### src/rtl/bf7_pkg.sv
// ============================================================================
// bf7_pkg: shared definitions for the 7x7 RGB bilateral filter
// Holds default parameters, field widths, command and kind codes, register
// indexes and the control bundle between the front and back ends.
// ============================================================================
package bf7_pkg;

    localparam int MAX_WIDTH_DEF        = 1024;
    localparam int RADIUS_DEF           = 3;
    localparam int WEIGHT_FRAC_BITS_DEF = 16;

    localparam int CH_W          = 8;
    localparam int PIX_W         = 3 * CH_W;
    localparam int IDX_W         = 8;
    localparam int ROW_W         = 16;
    localparam int IMG_W_W       = 11;
    localparam int IMG_H_W       = 16;
    localparam int CMD_W         = 2;
    localparam int PADDR_W       = 3;
    localparam int PDATA_W       = 32;
    localparam int RANGE_DEPTH   = 256;
    localparam int SPATIAL_DEPTH = 16;
    localparam int SP_IDX_W      = 4;
    localparam int NCH           = 3;

    localparam logic [IMG_W_W-1:0] WIDTH_RESET  = 11'd640;
    localparam logic [IMG_H_W-1:0] HEIGHT_RESET = 16'd480;

    // Register indexes, taken from paddr[2].
    localparam logic REG_WIDTH  = 1'b0;
    localparam logic REG_HEIGHT = 1'b1;

    typedef enum logic [1:0] {
        CMD_PIXEL   = 2'd0,
        CMD_RANGE   = 2'd1,
        CMD_SPATIAL = 2'd2,
        CMD_NONE    = 2'd3
    } t_cmd;

    typedef enum logic [1:0] {
        KIND_PIXEL   = 2'd0,
        KIND_RANGE   = 2'd1,
        KIND_SPATIAL = 2'd2
    } t_kind;

    typedef struct packed {
        logic pop;
        logic clearing;
    } t_q_ctl;

endpackage

### src/rtl/bf7_front.sv
// ============================================================================
// bf7_front: input acceptance, classification and item queue
// Drops commands that do nothing, saturates table weights and queues the
// remaining transactions for the back end in a two-entry queue.
// ============================================================================
module bf7_front #(
    parameter int WGT_W = bf7_pkg::WEIGHT_FRAC_BITS_DEF + 1
) (
    input  logic                       i_clk,
    input  logic                       i_rst_n,
    input  logic                       i_valid,
    output logic                       o_ready,
    input  logic [bf7_pkg::CMD_W-1:0]  i_cmd,
    input  logic [bf7_pkg::PIX_W-1:0]  i_pixel,
    input  logic [bf7_pkg::IDX_W-1:0]  i_index,
    input  logic [WGT_W-1:0]           i_weight,
    input  bf7_pkg::t_q_ctl            i_ctl,
    output logic                       o_q_valid,
    output bf7_pkg::t_kind             o_q_kind,
    output logic [bf7_pkg::PIX_W-1:0]  o_q_pixel,
    output logic [bf7_pkg::IDX_W-1:0]  o_q_index,
    output logic [WGT_W-1:0]           o_q_weight
);

    localparam logic [WGT_W-1:0] W_ONE = {1'b1, {(WGT_W-1){1'b0}}};
    localparam logic [1:0]       Q_FULL = 2'd2;

    bf7_pkg::t_kind              r_kind   [2];
    logic [bf7_pkg::PIX_W-1:0]   r_pixel  [2];
    logic [bf7_pkg::IDX_W-1:0]   r_index  [2];
    logic [WGT_W-1:0]            r_weight [2];
    logic                        r_wp;
    logic                        r_rp;
    logic [1:0]                  r_cnt;

    bf7_pkg::t_cmd               cmd;
    bf7_pkg::t_kind              kind;
    logic                        keep;
    logic                        push;
    logic [WGT_W-1:0]            sat_weight;

    always_comb begin
        cmd  = bf7_pkg::t_cmd'(i_cmd);
        keep = 1'b0;
        kind = bf7_pkg::KIND_PIXEL;
        unique case (cmd)
            bf7_pkg::CMD_PIXEL: begin
                keep = 1'b1;
                kind = bf7_pkg::KIND_PIXEL;
            end
            bf7_pkg::CMD_RANGE: begin
                keep = 1'b1;
                kind = bf7_pkg::KIND_RANGE;
            end
            bf7_pkg::CMD_SPATIAL: begin
                // Entries past the end of the spatial table are dropped.
                keep = (i_index < bf7_pkg::IDX_W'(bf7_pkg::SPATIAL_DEPTH));
                kind = bf7_pkg::KIND_SPATIAL;
            end
            bf7_pkg::CMD_NONE: begin
                keep = 1'b0;
                kind = bf7_pkg::KIND_PIXEL;
            end
        endcase
        sat_weight = (i_weight > W_ONE) ? W_ONE : i_weight;
    end

    assign o_ready   = (r_cnt != Q_FULL) && !i_ctl.clearing;
    assign push      = i_valid && o_ready && keep;
    assign o_q_valid = (r_cnt != 2'd0);
    assign o_q_kind  = r_kind[r_rp];
    assign o_q_pixel = r_pixel[r_rp];
    assign o_q_index = r_index[r_rp];
    assign o_q_weight = r_weight[r_rp];

    always_ff @(posedge i_clk) begin
        if (!i_rst_n) begin
            r_wp  <= 1'b0;
            r_rp  <= 1'b0;
            r_cnt <= 2'd0;
        end else begin
            if (push) begin
                r_wp <= ~r_wp;
            end
            if (i_ctl.pop) begin
                r_rp <= ~r_rp;
            end
            unique case ({push, i_ctl.pop})
                2'b10:   r_cnt <= r_cnt + 2'd1;
                2'b01:   r_cnt <= r_cnt - 2'd1;
                default: r_cnt <= r_cnt;
            endcase
        end
    end

    always_ff @(posedge i_clk) begin
        if (push) begin
            r_kind[r_wp]   <= kind;
            r_pixel[r_wp]  <= i_pixel;
            r_index[r_wp]  <= i_index;
            r_weight[r_wp] <= sat_weight;
        end
    end

endmodule

### config.mk
export PLATFORM = sky130hd
export DESIGN_NAME = bf7_front
export DESIGN_NICKNAME = d
export VERILOG_FILES = /design/src/rtl/bf7_pkg.sv /design/src/rtl/bf7_front.sv
export SDC_FILE = /design/constraint.sdc
export NUM_CORES = 1
export LEC_CHECK = 0
export BUFFER_PORTS_ARGS = -buffer_cell sky130_fd_sc_hd__buf_4
export CAP_MARGIN = 20
export CORE_MARGIN = 10
export CORE_UTILIZATION = 45
export CTS_CLUSTER_SIZE = 8
export DETAILED_ROUTE_END_ITERATION = 10
export PLACE_DENSITY = 0.7
export SYNTH_ARGS = -nofsm -noshare
export SYNTH_HDL_FRONTEND = slang
export SYNTH_SLANG_ARGS = --single-unit
### constraint.sdc
create_clock -name i_clk -period 8.03 [get_ports i_clk]
set_input_delay 0.803 -clock i_clk [delete_from_list [all_inputs] [get_ports i_clk]]
set_output_delay 0.803 -clock i_clk [all_outputs]
set_load 0.02 [all_outputs]
After elaboration in Yosys (flattened, before gate mapping)
Memories as Yosys holds them, arrays and structs flattened. A register that Yosys moved wholly into a read port is not among the register bits. Cells that the tools add are included.

Bits in registers: 4. Word-level logic and storage cells: 42. Memories kept: 4. Input bits: 56. Bits in writable memories: 102. Output and inout port bits: 53.

Muxes and demuxes: 14. Equal/unequal tests: 6. Reduce and logical (&&, ||, !) cells: 9. Bitwise logic cells: 2. $add $sub $neg: 2. Order comparisons: 2.

Memory list: r_pixel (words 2, bits a word 24, rd ports 1, clocked after memory_dff 1, write ports 1, line bf7_front.sv:29) `logic [bf7_pkg::PIX_W-1:0] r_pixel [2];`; r_weight (words 2, bits a word 17, rd ports 1, clocked after memory_dff 1, write ports 1, line bf7_front.sv:31) `logic [WGT_W-1:0] r_weight [2];`; r_index (words 2, bits a word 8, rd ports 1, clocked after memory_dff 1, write ports 1, line bf7_front.sv:30) `logic [bf7_pkg::IDX_W-1:0] r_index [2];`; r_kind (words 2, bits a word 2, rd ports 1, clocked after memory_dff 1, write ports 1, line bf7_front.sv:28) `bf7_pkg::t_kind r_kind [2];`.

Operators by type and width (number): > comparator 17 bit, second input constant (1); 2-to-1 mux 17 bit (1); 2-to-1 mux 1 bit (10); less-than comparator 8 x 5 -> 1 bit, second input constant (1); equality test 2 bit, second input constant (3); case mux 2 bit (3 select lines) (1); equality test 2 x 1 -> 1 bit, second input constant (2); case mux 2 bit (2 select lines) (1); nonzero test 2 bit (2); OR reduction 2 bit (2); logical AND 1 bit (3); case mux 1 bit (3 select lines) (1); adder 2 x 1 -> 2 bit, second input constant (1); logical NOT 2 bit (1); != test 2 bit, second input constant (1); NOT 1 bit (2); subtractor 2 x 1 -> 2 bit, second input constant (1); logical NOT 1 bit (1).

Longest topological paths before layout
Depth after elaboration: 6. Mapped depth: 7. Gate-level depth less buffers: 7.

Worst setup path after synthesis
No wires, ideal clock.

Path kind: input -> register. From: input port i_cmd[0] (netlist name). To: memory r_index[1][0] (netlist name) (enable). Arrival: 3.885 ns. Buffers on the path: 0. Stages on the path: 4. Data required time: 7.570 ns. Slack: 3.686 ns. Path through: or4_1 > o21a_1 > or2_1 > nor2_1.

Word-level cells in the longest chain between the ends: 6. Elaborated cells on any way between the ends: 9. Those cells by class: eq/ne: 3; mux: 3; reduce/logical: 3.

RTL lines: from (decl) (line bf7_front.sv:13) `input logic [bf7_pkg::CMD_W-1:0] i_cmd,`; equality test 2 x 1 -> 1 bit / logical NOT 2 bit (equally long branches) (line bf7_front.sv:46) `unique case (cmd)`; OR reduction 2 bit (no line); case mux 1 bit (3 select lines) (*) (line bf7_front.sv:46); logical AND 1 bit (*) (line bf7_front.sv:69) `assign push = i_valid && o_ready && keep;`; 2-to-1 mux 1 bit (*) (line bf7_front.sv:97) `if (push) begin`; 2-to-1 mux 1 bit (implied by the code) (*) (line bf7_front.sv:100) `r_index[r_wp] <= i_index;`; to (decl) (line bf7_front.sv:30).

Every way passes the cells marked *; elsewhere a longest branch is shown, timed or not.

Worst setup path after layout
From: input port i_cmd[0] (netlist name). To: memory r_pixel[1][21] (netlist name) (enable).

Word-level cells in the longest chain between the ends: 6. Elaborated cells on any way between the ends: 9. Those cells by class: eq/ne: 3; mux: 3; reduce/logical: 3.

RTL lines: equality test 2 x 1 -> 1 bit / logical NOT 2 bit (equally long branches) (line bf7_front.sv:46); OR reduction 2 bit (no line); case mux 1 bit (3 select lines) (*) (line bf7_front.sv:46); logical AND 1 bit (*) (line bf7_front.sv:69); 2-to-1 mux 1 bit (*) (line bf7_front.sv:97); 2-to-1 mux 1 bit (implied by the code) (*) (line bf7_front.sv:99) `r_pixel[r_wp] <= i_pixel;`; to (decl) (line bf7_front.sv:29).

Marks and branches as above.

==> results.cfg <==
[run_status]
status = complete, no violations

[cells_and_area]
layoutNonFillerInstCount = 442
n_antenna_cell = 0
area_growth_pct = 28.59
finalNetCount = 386
drive_gt1_share_pct = 54.19
post-route-util_pct = 59.59

[timing]
setup_viol = 0
fin_hold_ws_ps = 507.2
tns_ps = 0
period_share_pct = 36.89
hold_viol_final = 0
period_needed_ps = 2962
worstMarginPinSlew_ps = 833.1
rsz0062_at_grt = false
max_freq_ghz = 0.3376
slew_violations = 0
slew-limit-headroom_pct = 43.73
finalClockSkew_ps = 10.86

[critical_path]
cp.required_ps = 8040
r2r-start = r_cnt[0]
crit_type = in -> reg
startpoint = i_cmd[0]
cp_max_fo = 30
r2r_cells = 5
cp-end-kind = flip-flop
arrival_ps = 2970
r2r-end = r_pixel[1][21]
cp-start-kind = input pin
reg2reg_setup_slack_ps = 5550
cp-endpoint = r_pixel[1][21]

[synthesis]
synth_flop_cell = edfxtp_1
synth_xor_area_share_pct = 0.6470
synth_cell_type_count = 22
synth_top_family_by_area = multiplexers
yosysTopAreaCellShare_pct = 75.42
ys_warn_count = 0
synthCells = 214
syn_nets = 271
synth_commonest_cells = edfxtp_1, mux2_2, nor2b_1
seq_area_frac_synth_pct = 77.88
avgSynthCellArea_sq_um = 18.98
synth_seq_cells = 107
synthTopCellsByArea = edfxtp_1, mux2_2, nor2b_1
yosysTopAreaCell = edfxtp_1
synthSimpleGateAreaFrac_pct = 4.590
muxShareOfSynthArea_pct = 14.14
netlist_area_sq_mm = 0.004061
synth_edf_count = 102
synthAdderAreaFrac_pct = 0.3081
synth-async-reset-ratio_pct = 0
post-synth-top-count-cell = edfxtp_1
synth_compound_area_share_pct = 1.232

[job]
maxCapViolations = 0

[floorplanning]
ios = 109
start_util_pct = 46.34
dieArea_sq_mm = 0.01323
die_w_um = 115
core-area_sq_mm = 0.008763
rows = 34
dieHeight_um = 115

[power]
p_leak_nw = 1.908
cellPowerDensity_mw_per_mm2 = 212.3
ir_drop_uv = 104.8

[clock_network]
clock_tree.root_cell = clkbuf_8
insertion_delay_ps = 360
path_clk_slew_ps = 100
cts_setup_buffers = 0
numCtsBuffers = 9
cts_resized = 0
cts_tree = yes
cts_sinks = 107
cts_htree_levels = 3
cts_hold_repair.buffers = 0
clockBufferDepth = 2

[placement]
dp.final_hpwl_mm = 5.789
dp.cells = 426
place.gp.congestion = 0.7315
numPortBuffers = 108

[global_routing]
grt_remaining_overflow = 0
grt_pass1_wl_mm = 12.28
first_global_vias = 2414
gr-usage-all-layers_pct = 11.91
grt_max_degree = 41
antenna_found_initial = 0

[detailed_routing]
viasPerCell = 4.928
drc = 0
routed_wl_mm = 8.117
drtIter0Drc = 76
avgRoutedWirePerCell_um = 18.36
vias = 2178
first_pass_iters = 4
ant_nets = 0

[hold_path]
hold_class = reg -> reg
==> worst min path at each step <==
stage	start	to	cells after the start
6_report	r_wp	r_wp	2
5_1_grt	r_wp	r_wp	2
4_1_cts	r_wp	r_wp	2
3_5_place_dp	r_wp	r_wp	2
3_3_place_gp	r_wp	r_wp	2
2_1_floorplan	r_wp	r_wp	2
==> where the power goes <==
part	leakage (nW)	internal [mW]	switching [mW]
clock network	0.0899	0.145	0.178
registers	0.973	0.627	0.00692
logic	0.845	0.0750	0.0761
total	1.91	0.847	0.262
==> final cells by class <==
class / instances / area (sq um)
Fill cell: 697 / 3541
Sequential cell: 107 / 3164
Multi-Input combinational cell: 94 / 857.1
Timing Repair Buffer: 111 / 845.8
Tap cell: 108 / 135.1
Clock buffer: 9 / 123.9
Clock inverter: 7 / 73.82
Inverter: 6 / 22.52
==> flip-flops by register name, indices dropped and copies added, names as in the netlist, named ones only <==
signal / count
r_kind: 4
r_wp: 1
r_pixel: 48
r_rp: 1
r_weight: 34
r_cnt: 2
r_index: 16
==> placed cells by master (no fill, tap or decap), types with 2 or more instances in the layout <==
master,count
nor4_1,4
inv_6,2
or3_1,2
xnor2_1,2
edfxtp_1,102
mux2_2,51
clkbuf_8,9
inv_1,5
buf_4,110
o21ai_0,2
nor2_1,3
nor2b_1,17
clkinvlp_4,3
dfxtp_1,4
a21oi_1,3
==> critical path: stages <==
cell and delay, ps:
buf_4 110, or4_1 510, o21a_1 210, or2_1 280, nor2_4 530, buf_4 500
==> metrics by stage <==
stage                     setup slack [ps]  power (mW)  area, sq um
after floorplan                       3686      0.7268         4061
after detailed placement              4646      0.8004         5025
after CTS                             5031       1.121         5223
final                                 5068       1.109         5223
after global routing                  4947       1.155         5223
after global placement                4693      0.7969         5005
==> logic make-up (layout without fill, tap and decap cells) <==
family	count (synthesis)	count (layout)
AOI/OAI and AO/OA	8	8
xor gates and xnor gates	3	3
adders and majority gates	1	1
buffers and inverters	13	133
DFF	107	107
muxes	51	51
and+or+nand+nor	31	31
==> per-layer routing <==
| metal | vias up | wire (um) | GRT usage (%) |
|---|---|---|---|
| li1 | 1044 | - | - |
| met1 | 1054 | 3467 | 14.10 |
| met5 | - | 0 | 0 |
| met2 | 70 | 3969 | 19.56 |
| met3 | 10 | 575 | 4.219 |
| met4 | 0 | 105 | 4.455 |
Note: power is estimated with default switching activity, not from simulation.
